[src/nqp_sqrt.sv]
// ----------------------------------------------------------------------------
// nqp_sqrt: pipelined square root, rounded half up
// One root bit per stage, then a rounding stage.
// ----------------------------------------------------------------------------
module nqp_sqrt #(
	parameter int W = 66
) (
	input  logic         clk,
	input  logic [W-1:0] rad,
	output logic [W/2:0] root
);

	localparam int R  = W / 2;
	localparam int RW = R + 2;

	logic [RW-1:0] rem_s  [R];
	logic [R-1:0]  root_s [R];
	logic [W-1:0]  x_s    [R-1];

	for (genvar i = 0; i < R; i++) begin : g_step
		logic [RW-1:0] rem_in;
		logic [R-1:0]  root_in;
		logic [W-1:0]  x_in;
		logic [RW-1:0] cur;
		logic [RW-1:0] trial;

		if (i == 0) begin : g_first
			assign rem_in  = '0;
			assign root_in = '0;
			assign x_in    = rad;
		end else begin : g_next
			assign rem_in  = rem_s[i-1];
			assign root_in = root_s[i-1];
			assign x_in    = x_s[i-1];
		end

		// bring down the next two radicand bits, try root*4+1
		assign cur   = {rem_in[R-1:0], x_in[W-1 -: 2]};
		assign trial = {root_in, 2'b01};

		always_ff @(posedge clk) begin
			if (cur >= trial) begin
				rem_s[i]  <= cur - trial;
				root_s[i] <= {root_in[R-2:0], 1'b1};
			end else begin
				rem_s[i]  <= cur;
				root_s[i] <= {root_in[R-2:0], 1'b0};
			end
		end

		if (i < R - 1) begin : g_shift
			always_ff @(posedge clk) begin
				x_s[i] <= x_in << 2;
			end
		end
	end

	// remainder above the floor root means the exact root is past one half
	always_ff @(posedge clk) begin
		root <= {1'b0, root_s[R-1]} + (R+1)'(rem_s[R-1] > {2'b00, root_s[R-1]});
	end

endmodule

[config.mk]
export PLATFORM = sky130hd
export DESIGN_NAME = nqp_sqrt
export DESIGN_NICKNAME = d
export VERILOG_FILES = /design/src/nqp_sqrt.sv
export SDC_FILE = /design/constraint.sdc
export NUM_CORES = 2
export LEC_CHECK = 0
export BUFFER_PORTS_ARGS = -buffer_cell sky130_fd_sc_hd__buf_2
export CORE_MARGIN = 2
export CORE_UTILIZATION = 56
export DETAILED_ROUTE_END_ITERATION = 8
export PLACE_DENSITY = 0.75
export RECOVER_POWER = 100
export SYNTH_ARGS = -nofsm -noshare
export SYNTH_HDL_FRONTEND = slang
export SYNTH_MEMORY_MAX_BITS = 65536
export SYNTH_SLANG_ARGS = --single-unit
[constraint.sdc]
create_clock -name clk -period 3.9 [get_ports clk]
set_clock_uncertainty 0.15 [all_clocks]
set_input_delay 0.195 -clock clk [delete_from_list [all_inputs] [get_ports clk]]
set_output_delay 0.195 -clock clk [all_outputs]
set_load 0.01 [all_outputs]
; ---- Yosys cells after proc, flatten, opt, wreduce, memory -nomap -nowiden
; Memory sizes are Yosys's and may differ from the RTL's.
; Cells that the tools add are included.
; W data, S select, Z words.
[classes]
mux = 165
n_addsub = 34
bitwise_logic = 66
order_cmp = 34
[op_table]
columns = operator, n
row1 = $mux W35, 33
row2 = $ge A35 B35 Y1, 32
row3 = $sub A35 B35 Y35, 32
row4 = $mux W33, 33
row5 = $mux W1, 99
row6 = $or A1 B1 Y1, 66
row7 = $gt A35 B33 Y1, 1
row8 = $add A33 B1 Y34, 1
row9 = $sub A2 B1 Y3 const B, 1
row10 = $ge A2 B1 Y1 const B, 1
[word_totals]
ramBits = 4292
reg_bits = 34
inputBits = 67
out_inout_bits = 34
n_memories = 3
wordCells = 303
[memory_table]
columns = name, depth, word_bits, read_ports, rd_ports_with_merged_regs, write_ports, line
row1 = x_s, 32, 64, 32, 0, 32, 18  ; logic [W-1:0] x_s [R-1];
row2 = rem_s, 33, 35, 33, 0, 33, 16  ; logic [RW-1:0] rem_s [R];
row3 = root_s, 33, 33, 33, 0, 33, 17  ; logic [R-1:0] root_s [R];

; ---- Depth between registers and ports, before layout
; An unclocked memory read counts as a cell.
[depth]
depth_word = 5
mapped_depth = 21
ltp_nobuf = 21

; ---- Worst setup path after synthesis
; No wires, ideal clock.
[synth_timing]
kind = register to register
start = memory root_s[32][29] in the netlist's numbering
end = register root[32]
arrival_time_ns = 3.555
setup_ns = 0.118
path_buffers = 0
required_ns = 3.632
slack_ns = 0.077
period_less_slack_ns = 3.823
path_stages_with_launch = 20
path_cell_list = dfxtp_1 inv_1 ha_1 nand4_1 nor4_1 nand2_1 nor3_1 o21ai_0 o2111a_1 a31oi_1 ha_1 ha_1 nand2_1 nor3_1 nand2_1 nor2_1 and2_1 and4_1 nand4_1 xnor2_1
[synth_lines]
columns = item, line
row1 = "start, declared", 17
row2 = "end signal, assigned", 60  ; root <= {1'b0, root_s[R-1]} + (R+1)'(rem_s[R-1] > {2'b00, root_s[R-1]});
row3 = "end, declared", 10  ; output logic [W/2:0] root

==> flow_summary.ini <==
[run_status]
status = finished, final reports clean

[cells_and_area]
drive_gt1_frac = 0.07355
register_area_um2 = 53910
fin_nets = 11060
final_util = 0.6420
n_antenna_cell = 0
nFillCells = 14200
area_growth_pct = 14.13
multiInputGateArea_um2 = 42520

[critical_path]
crit_family = compound AO/OA/AOI/OAI gates
cp_data_arrival_time_ps = 4320
worst_setup_path_end_kind = register
cpMaxStageDelayCell = a2111oi_0
crit_buf_inv = 1
startpoint_type = register
critical-path-max-stage-delay_ps = 610
crit_chain = inv_1 > ha_1 > o21ai_0 > a22oi_1 > a41o_1 > a221o_1 > or2_1 > a21boi_0 > o21ai_0 > a2111oi_0 > xor2_1
cp.required_ps = 4480
crit_type = reg2reg
cp_common_cell = o21ai_0
path_max_fanout = 5

[drt]
drt_iter0_drc = 4354
wl_per_cell_um = 16.61
firstDrtPassIters = 6
vias_per_cell = 5.406
via_count = 69770
wirelength_um = 214300
ant_nets = 0
drc = 0

[cts]
clock_latency_ps = 930
root_buffer = clkbuf_16
path_clk_slew_ps = 60
clockBufferDepth = 4
tritoncts = built
cts_sinks = 2693
cts.htree.levels = 5
cts_setup_buffers = 0
cts-buffers-inserted = 282

[timing]
maxSlewViolCount = 0
timing.slew.headroom = 0.3905
hold_violations = 0
fin_crit_ps = 3736
clock.fmax_ghz = 0.2677
hold_ws_ps = 134.4
fin_crit_sh = 0.9579
tightest_slew_ps = 913.3
setup_viol = 0
grt_setup_unrepaired = yes

[synth]
synth_area_leaders = dfxtp_1 54%, ha_1 7.9%, xnor2_1 4.2%
synth-main-ff-cell = dfxtp_1
synthCells = 9953
synthTopCellsByCount = 2693 x dfxtp_1, 776 x inv_1, 702 x a21oi_1
ys_seq_elements = 2693
synth_cell_types = 93
mappedNetlistArea_um2 = 100200
synthArstFlopShare = 0
synth_edf_count = 0
ys_seq_area_frac = 0.5383
synth.top_cell.area_share = 0.5383
syn_nets = 10650
ys_warn_count = 0
syn_avg_cell_area_um2 = 10.06
synth_top_cell_by_area = dfxtp_1
yosysMostFrequentCell = dfxtp_1

[floorplanning]
fp.dieW_um = 426.9
die_h_um = 426.9
die_area_um2 = 182200
rows = 155
initial_core_util = 0.5625
core_um2 = 178000
ioPinCount = 101

[grt]
grt_pass1_vias = 68930
grt_pass1_wl_um = 346500
grt_max_degree = 58
grt-ovfl-total = 0
grt_usage = 0.2318
antenna_found_initial = 1

[hold_path]
hp-class = reg2reg

[placed_design]
dpl.hpwl_um = 158900
globalplace.congestion = 0.9305
numPortBuffers = 100

[power_and_ir_drop]
ir_drop_mv = 0.5141
p_leak_uw = 0.05423
p_per_area_nw_per_um2 = 677.2
finalPower_uw = 77410

[job]
timing.max_cap.violations = 0
[cells by family (layout without fill, tap and decap cells)]
family,after synthesis,count (layout),share of synthesized area
AND/OR/NAND/NOR,2528,2528,0.1249
other,1,1,0.00003744
buffers and inverters,1011,1609,0.03810
XOR/XNOR,924,924,0.08081
flip-flops,2693,2693,0.5383
multiplexers,102,102,0.01132
AO/OA/AOI/OAI,2062,2062,0.1276
adder cells (fa/ha/maj),632,632,0.07896
[cell type report]
| class | instances | share of cell area |
|---|---|---|
| Clock inverter | 86 | 0.01092 |
| Tap cell | 2355 | 0.02578 |
| Inverter | 777 | 0.02552 |
| Multi-Input combinational cell | 6249 | 0.3720 |
| Clock buffer | 385 | 0.07033 |
| Sequential cell | 2693 | 0.4717 |
| Timing Repair Buffer | 361 | 0.02383 |
[state kept, by name (all words and copies together) (netlist names)]
register,cells
x_s,1056
rem_s,1042
root_s,561
root,34
[routing by layer]
layer,share of wire,global-route usage,up-vias
met1,0.42,0.2796,32620
li1,-,-,34930
met5,0,0,-
met3,0.043,0.03202,527
met2,0.49,0.4139,1695
met4,0.039,0.09442,0
[worst paths after layout]
| path | start | endpoint | slack [ps] | cells past startpoint |
|---|---|---|---|---|
| setup reg to reg | root_s[21][0] | rem_s[22][31] | 160 | 11 |
| hold / removal | x_s[1][106] | x_s[1][172] | 130 | 0 |
| hold reg to reg | x_s[1][106] | x_s[1][172] | 130 | 0 |
| setup / recovery | root_s[21][0] | rem_s[22][31] | 160 | 11 |
[per-stage QoR]
step	cells	instance area [um2]	TNS, ps	worst slack, ps
after global placement	12300	103900	-160.1	-112.6
after floorplan	9953	100200	0	77.23
after CTS	12910	114500	0	56.72
final	12910	114300	0	164.0
after global routing	12910	114300	-114.8	-41.76
after detailed placement	12300	103900	-251.2	-165.2
[power by group]
part	leakage, uW	internal, uW	total, uW	switching, uW
clock network	0.00454	16200	26600	10300
registers	0.0225	32400	35900	3520
logic	0.0272	6630	14900	8310
[placed cells by master, fill, tap and decap left out, types with 48 or more instances in the layout]
cell type / synthesis / final
nand3_1: 189 / 187
or2_2: 48 / 48
inv_1: 776 / 777
dlygate4sd3_1: 0 / 133
nor2_1: 642 / 641
or3_1: 93 / 93
nor3_1: 225 / 222
o31ai_1: 49 / 49
a31oi_1: 57 / 56
nor2b_1: 82 / 82
clkbuf_16: 0 / 286
xnor2_1: 476 / 476
and3_1: 62 / 62
o21a_1: 86 / 86
xor2_1: 448 / 448
buf_4: 1 / 92
buf_2: 13 / 65
clkbuf_1: 204 / 105
dfxtp_1: 2693 / 2693
nand2_1: 603 / 602
ha_1: 632 / 632
nand2b_1: 104 / 104
a21o_1: 288 / 288
a21oi_1: 702 / 700
nand4_1: 119 / 119
mux2_2: 90 / 87
nor4_1: 133 / 133
clkbuf_8: 0 / 51
o21bai_1: 73 / 72
o21ai_0: 483 / 484
or4_1: 64 / 64
[timing repair]
item                                   in CTS  in global routing
cloned                                      0                  0
setup endpoints to repair                   3                 32
endpoints found under the hold margin      67                  0
gates resized for setup                     4                  9
pin swaps                                   0                  3
hold buffers                              133                  0
(Power assumes the default switching activity.)
