## src/nqp_pkg.sv

```systemverilog
// ----------------------------------------------------------------------------
// nqp_pkg: shared types and constants of the normalized quaternion product
// Fixed widths of the datapath, status codes and a leading-one encoder.
// ----------------------------------------------------------------------------
package nqp_pkg;

	localparam int IN_FRAC_BITS  = 28;
	localparam int OUT_FRAC_BITS = 30;
	localparam int TOL_W         = 21;

	// normalized product datapath
	localparam int PM_W  = 30;                      // |component| after the right shift
	localparam int N_W   = 32;                      // rounded norm
	localparam int Q_W   = 31;                      // quotient, at most 2^30
	localparam int NUM_W = PM_W + OUT_FRAC_BITS + 1;

	localparam logic [Q_W-1:0] Q_ONE = Q_W'(1) << OUT_FRAC_BITS;

	localparam logic [1:0] ST_OK     = 2'd0;
	localparam logic [1:0] ST_A_ZERO = 2'd1;
	localparam logic [1:0] ST_B_ZERO = 2'd2;

	typedef logic signed [31:0] comp_t;

	typedef struct packed {
		logic a_zero;
		logic b_zero;
	} zero_t;

	typedef struct packed {
		logic off_a;
		logic off_b;
	} off_t;

	// position of the highest set bit, 0 for a zero word
	function automatic logic [5:0] msb_pos(input logic [63:0] v);
		logic [63:0] x;
		logic [5:0]  pos;
		x   = v;
		pos = '0;
		if (x[63:32] != '0) begin
			pos[5] = 1'b1;
			x      = {32'd0, x[63:32]};
		end
		if (x[31:16] != '0) begin
			pos[4] = 1'b1;
			x      = {48'd0, x[31:16]};
		end
		if (x[15:8] != '0) begin
			pos[3] = 1'b1;
			x      = {56'd0, x[15:8]};
		end
		if (x[7:4] != '0) begin
			pos[2] = 1'b1;
			x      = {60'd0, x[7:4]};
		end
		if (x[3:2] != '0) begin
			pos[1] = 1'b1;
			x      = {62'd0, x[3:2]};
		end
		if (x[1]) begin
			pos[0] = 1'b1;
		end
		return pos;
	endfunction

endpackage

```

## src/nqp_div_lane.sv

```systemverilog
// ----------------------------------------------------------------------------
// nqp_div_lane: scale one product component to unit norm
// Rounded restoring division, one quotient bit per stage, then sign and clamp.
// ----------------------------------------------------------------------------
module nqp_div_lane
	import nqp_pkg::*;
(
	input  logic            clk,
	input  logic [PM_W-1:0] mag,
	input  logic [N_W-1:0]  den,
	input  logic            flip,
	input  logic            clr,
	output comp_t           res
);

	logic [NUM_W-1:0] num_s0;
	logic [N_W-1:0]   den_s0;
	logic             flip_s0;
	logic             clr_s0;

	logic [N_W-1:0] rem_s  [Q_W-1];
	logic [Q_W-1:0] lo_s   [Q_W-1];
	logic [N_W-1:0] dd_s   [Q_W-1];
	logic [Q_W-1:0] quo_s  [Q_W];
	logic           flip_s [Q_W];
	logic           clr_s  [Q_W];

	logic [Q_W-1:0] qsat;
	logic [31:0]    qx;

	// numerator carries half the divisor so the quotient rounds half up
	always_ff @(posedge clk) begin
		num_s0  <= NUM_W'({mag, {OUT_FRAC_BITS{1'b0}}}) + NUM_W'(den >> 1);
		den_s0  <= den;
		flip_s0 <= flip;
		clr_s0  <= clr;
	end

	for (genvar j = 0; j < Q_W; j++) begin : g_step
		logic [N_W-1:0] rem_in;
		logic [Q_W-1:0] lo_in;
		logic [N_W-1:0] den_in;
		logic [Q_W-1:0] quo_in;
		logic           flip_in;
		logic           clr_in;
		logic [N_W:0]   cur;
		logic [N_W:0]   diff;
		logic           ge;

		if (j == 0) begin : g_first
			assign rem_in  = N_W'(num_s0[NUM_W-1:Q_W]);
			assign lo_in   = num_s0[Q_W-1:0];
			assign den_in  = den_s0;
			assign quo_in  = '0;
			assign flip_in = flip_s0;
			assign clr_in  = clr_s0;
		end else begin : g_next
			assign rem_in  = rem_s[j-1];
			assign lo_in   = lo_s[j-1];
			assign den_in  = dd_s[j-1];
			assign quo_in  = quo_s[j-1];
			assign flip_in = flip_s[j-1];
			assign clr_in  = clr_s[j-1];
		end

		assign cur  = {rem_in, lo_in[Q_W-1]};
		assign ge   = cur >= {1'b0, den_in};
		assign diff = cur - {1'b0, den_in};

		always_ff @(posedge clk) begin
			quo_s[j]  <= {quo_in[Q_W-2:0], ge};
			flip_s[j] <= flip_in;
			clr_s[j]  <= clr_in;
		end

		if (j < Q_W - 1) begin : g_carry
			always_ff @(posedge clk) begin
				rem_s[j] <= ge ? diff[N_W-1:0] : cur[N_W-1:0];
				lo_s[j]  <= lo_in << 1;
				dd_s[j]  <= den_in;
			end
		end
	end

	assign qsat = (quo_s[Q_W-1] > Q_ONE) ? Q_ONE : quo_s[Q_W-1];
	assign qx   = {1'b0, qsat};

	always_ff @(posedge clk) begin
		if (clr_s[Q_W-1]) begin
			res <= '0;
		end else if (flip_s[Q_W-1]) begin
			res <= comp_t'(-qx);
		end else begin
			res <= comp_t'(qx);
		end
	end

endmodule

```

## config.mk

```make
export PLATFORM = sky130hd
export DESIGN_NAME = nqp_div_lane
export DESIGN_NICKNAME = d
export VERILOG_FILES = /design/src/nqp_pkg.sv /design/src/nqp_div_lane.sv
export SDC_FILE = /design/constraint.sdc
export NUM_CORES = 2
export LEC_CHECK = 0
export BUFFER_PORTS_ARGS = -buffer_cell sky130_fd_sc_hd__buf_2
export CAP_MARGIN = 20
export CELL_PAD_IN_SITES_DETAIL_PLACEMENT = 2
export CELL_PAD_IN_SITES_GLOBAL_PLACEMENT = 2
export CORE_MARGIN = 4
export CORE_UTILIZATION = 44
export DETAILED_ROUTE_END_ITERATION = 16
export GPL_TIMING_DRIVEN = 0
export PLACE_DENSITY = 0.84
export REMOVE_ABC_BUFFERS = 1
export SLEW_MARGIN = 5
export SYNTH_ARGS = -nofsm -noshare
export SYNTH_HDL_FRONTEND = slang
export SYNTH_SLANG_ARGS = --single-unit
export TNS_END_PERCENT = 100
```

## constraint.sdc

```tcl
create_clock -name clk -period 8.1 [get_ports clk]
set_input_delay 2.025 -clock clk [delete_from_list [all_inputs] [get_ports clk]]
set_output_delay 2.025 -clock clk [all_outputs]
set_load 0.1 [all_outputs]
```

Word-level counts from Yosys, hierarchy flattened
Memories as Yosys holds them, arrays and structs flattened.
Index checks and enable logic that the tools add are counted.
Cells by class
  reduce and logical (&&, ||, !) cells: 1
  bitwise logic cells: 1
  order comparisons: 32
  muxes and demuxes: 32
  $add $sub $neg: 32
Operators with widths (number)
  >= comparator 33 x 32 -> 1 bit: 30
  two-way mux 32 bit: 30
  subtractor 32 bit: 29
  two-way mux 31 bit: 2
  adder 60 x 31 -> 61 bit: 1
  >= comparator 31 x 32 -> 1 bit: 1
  negator 31 -> 32 bit: 1
  subtractor 31 x 32 -> 32 bit: 1
  greater-than comparator 31 bit (second input constant): 1
  OR reduction 2 bit: 1
  NOT 1 bit: 1
Word-level totals
  register bits after elaboration: 127
  input bits: 65
  output and inout bits: 32
  memories kept: 6
  RAM bits: 3843
Memory list
  quo_s: depth 31, bits a word 31, rd ports 31, clocked after memory_dff 0, write ports 31, RTL line nqp_div_lane.sv:24  | logic [Q_W-1:0] quo_s [Q_W];
  dd_s: depth 30, bits a word 32, rd ports 30, clocked after memory_dff 0, write ports 30, RTL line nqp_div_lane.sv:23  | logic [N_W-1:0] dd_s [Q_W-1];
  rem_s: depth 30, bits a word 32, rd ports 30, clocked after memory_dff 0, write ports 30, RTL line nqp_div_lane.sv:21  | logic [N_W-1:0] rem_s [Q_W-1];
  lo_s: depth 30, bits a word 30, rd ports 30, clocked after memory_dff 0, write ports 30, RTL line nqp_div_lane.sv:22  | logic [Q_W-1:0] lo_s [Q_W-1];
  clr_s: depth 31, bits a word 1, rd ports 31, clocked after memory_dff 0, write ports 31, RTL line nqp_div_lane.sv:26  | logic clr_s [Q_W];
  flip_s: depth 31, bits a word 1, rd ports 31, clocked after memory_dff 0, write ports 31, RTL line nqp_div_lane.sv:25  | logic flip_s [Q_W];

Longest topological paths before layout
An unclocked memory read counts as a cell.
  word-level depth: 5
  mapped depth: 16
  depth with buffers taken out: 14

Worst setup path after synthesis
OpenSTA, ideal clock, no wires.
  path kind: input port to flip-flop
  start point: input port mag[0]
  end point: register num_s0[58]
  arrival time: 3.465 ns
  required time: 8.028 ns
  stages: 7
  setup slack: 4.563 ns
  library setup time: 0.072 ns
  cell sequence: ha_1 ha_1 nand3_1 nor4_1 nand3_1 nor2_1 xor2_1
On the way
  cells in the longest elaborated chain, start to end: 1
Ends and longest elaborated chain
  from (decl): RTL line nqp_div_lane.sv:9  | input logic [PM_W-1:0] mag,
  adder 60 x 31 -> 61 bit: RTL line nqp_div_lane.sv:33  | num_s0 <= NUM_W'({mag, {OUT_FRAC_BITS{1'b0}}}) + NUM_W'(den >> 1);
  to (signal assigned): RTL line nqp_div_lane.sv:33
  to (decl): RTL line nqp_div_lane.sv:16  | logic [NUM_W-1:0] num_s0;
No other way between the ends.
A chain may end at the register's enable or synchronous reset.

==> results.json <==
{
  "port-buffer-count": 96,
  "routedWlPerCell_um": 24.9,
  "route.final.wire_length_um": 396000,
  "end_kind": "flop",
  "clk_root_buffer_cell": "sky130_fd_sc_hd__clkbuf_16",
  "ys.flop_type": "sky130_fd_sc_hd__dfxtp_1",
  "synth_seq_cells": 2575,
  "setup_violations_final": 0,
  "first_global_vias": 102000,
  "placedInstanceArea_mm2": 0.119,
  "place_congestion": 0.882,
  "tritoncts": "yes",
  "tightestPinTransition_ps": 1130,
  "cts-hold-fix-buffers": 0,
  "synth_area_mm2": 0.114,
  "worst_setup_hold_path_clk_slew_ps": 70,
  "syn-mean-instance-area_um2": 9.41,
  "clock_path_buffers": 4,
  "h-tree-depth": 5,
  "final-max-slew-violation-count": 0,
  "number_of_antenna_violations_at_the_first_check_in_global_routing": 25,
  "fin_crit_ps": 5390,
  "ir_worst_vdd_mv": 0.249,
  "layout_setup_ws_ps": 2710,
  "power_density_over_cell_area_mw_per_mm2": 504,
  "synth_cells": 12100,
  "unrepaired_setup_endpoints_after_global_routing": "no",
  "cts-resized-gates": 0,
  "layout.core_utilization_pct": 50.0,
  "fillers": 26600,
  "outcome": "finished clean",
  "area.growth.synth_to_final_pct": 13.0,
  "max_cap_violations": 0,
  "fin_nets": 13400,
  "synth_edf_count": 0,
  "detail_route.drc_violations": 0,
  "drive_gt1_share_pct": 8.51,
  "rrSetupSlack_ps": 2710,
  "hold_path_end": "quo_s[0][189]$_DFF_P_",
  "detailroute.via_count": 90000,
  "setup_tns_ps": 0,
  "synthDistinctLibCells": 87,
  "die_area_mm2": 0.267,
  "criticalPathCategory": "reg -> reg",
  "avgViaCountPerCell": 5.66,
  "ant_nets": 0,
  "maxSlewHeadroom_pct": 22.6,
  "cp.arrival_ps": 6190,
  "worst-r2r-cell-count": 14,
  "fmaxAchievable_mhz": 186,
  "holdPathStages": 0,
  "grtUsageTotal_pct": 28.9,
  "final.period_utilization_pct": 66.5,
  "global_route.overflow_total": 0,
  "pre_cts_ws_ps": 3070,
  "r2r_start": "dd_s[5][33]$_DFF_P_",
  "hp-start": "quo_s[0][157]$_DFF_P_",
  "yosysSeqAreaShare_pct": 45.3,
  "cts.sinks": 2575,
  "grt_first_pass_wirelength_um": 613000,
  "timing.critical_path.fanout_max": 23,
  "design_power_total_uw": 64700,
  "die_height_um": 516,
  "number_of_endpoints_with_negative_hold_slack_in_the_final_report": 0,
  "grt_start_max_net_pins": 50,
  "placeableCoreArea_mm2": 0.257,
  "worstSetupStartpointType": "flop",
  "drt_iter0_drc": 4725,
  "detailed_place_hpwl_um": 282000,
  "crit-reg2reg-capture": "rem_s[5][71]$_DFF_P_",
  "detailedRoute.firstPassIterationCount": 7,
  "postCtsSetupRepairBufs": 0,
  "total_leakage_power_uw": 0.0591,
  "timing.clock.skew_ps": 74.0,
  "worst_endpoint_required_time_ps": 8910,
  "synth-async-reset-ratio_pct": 0,
  "floorplan.initialDensity_pct": 44.2,
  "std_cell_rows": 186,
  "holdCritPathClass": "reg -> reg",
  "count_of_synthesis_stage_warnings_from_yosys": 0,
  "die_w_um": 516,
  "final_cell_area_mm2": 0.129,
  "worst_skew_pair.late_latency_ps": 930,
  "boundaryPins": 97,
  "cts_inserted_buffers": 290
}
[cell families (layout without fill, tap and decap cells)]
logic type	count (synthesis)	in the layout	share of synthesized area, %
other cells	0	4	0
fa+ha+maj	1024	1024	11.5
mux	368	368	3.62
flops	2575	2575	45.3
xor+xnor	856	856	6.59
simple gates	2678	2678	11.2
compound gates	3147	3147	17.1
buf+inv	1436	1853	4.77
[synth_stat cells, drive strengths merged (166+ instances only)]
cell,instances,area [um2]
dfxtp,2575,51500
inv,1193,4480
a21oi,1099,5500
ha,994,12400
nor2,798,3000
o21ai,727,3650
nand2,721,2710
xnor2,531,4650
a21o,455,3420
mux2,347,3910
xor2,325,2850
clkbuf,208,781
nand3,206,1030
nor2b,166,1040
[layout by cell type, fill, tap and decap left out, types with 68 or more instances in the layout]
cell	synthesis	layout
sky130_fd_sc_hd__dfxtp_1	2575	2575
sky130_fd_sc_hd__inv_1	1193	1193
sky130_fd_sc_hd__a21oi_1	1099	1098
sky130_fd_sc_hd__ha_1	994	994
sky130_fd_sc_hd__nor2_1	798	797
sky130_fd_sc_hd__nand2_1	721	720
sky130_fd_sc_hd__o21ai_0	718	718
sky130_fd_sc_hd__xnor2_1	531	531
sky130_fd_sc_hd__a21o_1	455	455
sky130_fd_sc_hd__mux2_2	347	347
sky130_fd_sc_hd__xor2_1	325	325
sky130_fd_sc_hd__clkbuf_16	0	295
sky130_fd_sc_hd__nand3_1	206	206
sky130_fd_sc_hd__nor2b_1	166	166
sky130_fd_sc_hd__nand2b_1	162	161
sky130_fd_sc_hd__nor3_1	155	155
sky130_fd_sc_hd__o21a_1	146	146
sky130_fd_sc_hd__nand4_1	136	136
sky130_fd_sc_hd__o21bai_1	100	98
sky130_fd_sc_hd__buf_2	18	98
sky130_fd_sc_hd__a31oi_1	97	97
sky130_fd_sc_hd__and3_1	88	88
sky130_fd_sc_hd__a211oi_1	77	74
sky130_fd_sc_hd__o31ai_1	70	68
[sequential cells by signal (all words and copies together) (netlist names)]
signal   flops
quo_s      496
num_s0      31
clr_s0       1
dd_s       960
rem_s      960
flip_s      31
den_s0      32
res         32
flip_s0      1
clr_s       31
[through the flow]
| stage | std cells | hold WS [ps] |
|---|---|---|
| final | 15900 | 279 |
| after floorplan | 11800 | 310 |
| after global routing | 15900 | 299 |
| after global placement | 15300 | 310 |
| after CTS | 15900 | 276 |
| after detailed placement | 15400 | 313 |
[critical path, cell delays in order, from the launching register on]
cell and delay [ps]:
sky130_fd_sc_hd__dfxtp_1 400, sky130_fd_sc_hd__inv_1 70, sky130_fd_sc_hd__ha_1 300, sky130_fd_sc_hd__nor2b_1 160, sky130_fd_sc_hd__o31a_1 330, sky130_fd_sc_hd__o41ai_1 810, sky130_fd_sc_hd__o21bai_1 330, sky130_fd_sc_hd__a21oi_1 400
sky130_fd_sc_hd__a21oi_1 240, sky130_fd_sc_hd__a41o_1 310, sky130_fd_sc_hd__nand4b_1 250, sky130_fd_sc_hd__a211oi_4 830, sky130_fd_sc_hd__buf_16 240, sky130_fd_sc_hd__buf_8 200, sky130_fd_sc_hd__mux2_2 370
[per-layer routing]
metal / vias to the layer above / part of all wire (%) / global-route usage, %
li1: 42100 / - / -
met1: 45500 / 42 / 34.7
met2: 1573 / 51 / 53.1
met3: 792 / 3.0 / 2.91
met4: 12 / 3.7 / 10.3
met5: - / 0.018 / 0
[where the power goes]
part           total [uW]  switching, uW  leakage [uW]  internal (uW)
registers           19600           2780        0.0217          16900
logic               31300          18600        0.0325          12600
clock network       13800           5710       0.00486           8110
[layout make-up]
cell class                      count  area, um2  area share (%)
Antenna cell                        4       10.0         0.00779
Clock buffer                      392       8210            6.39
Clock inverter                    118       1700            1.33
Multi-Input combinational cell   8073      57000            44.4
Timing Repair Buffer              150       1320            1.03
Sequential cell                  2575      51500            40.1
Inverter                         1193       4480            3.48
Tap cell                         3384       4230            3.29
[worst max-delay path by stage]
stage | depth (start not counted) | start | to | slack (ps)
6_report | 14 | dd_s[5][33]$_DFF_P_ | rem_s[5][71]$_DFF_P_ | 2710
5_1_grt | 13 | dd_s[2][1]$_DFF_P_ | rem_s[2][41]$_DFF_P_ | 2450
4_1_cts | 13 | dd_s[2][1]$_DFF_P_ | rem_s[2][41]$_DFF_P_ | 2760
3_5_place_dp | 17 | dd_s[0][8]$_DFF_P_ | rem_s[0][39]$_DFF_P_ | 3070
3_3_place_gp | 12 | dd_s[6][1]$_DFF_P_ | rem_s[6][57]$_DFF_P_ | -950
2_1_floorplan | 11 | dd_s[2][114]$_DFF_P_ | rem_s[3][21]$_DFF_P_ | 2370
Note: power is estimated with default switching activity, not from simulation.
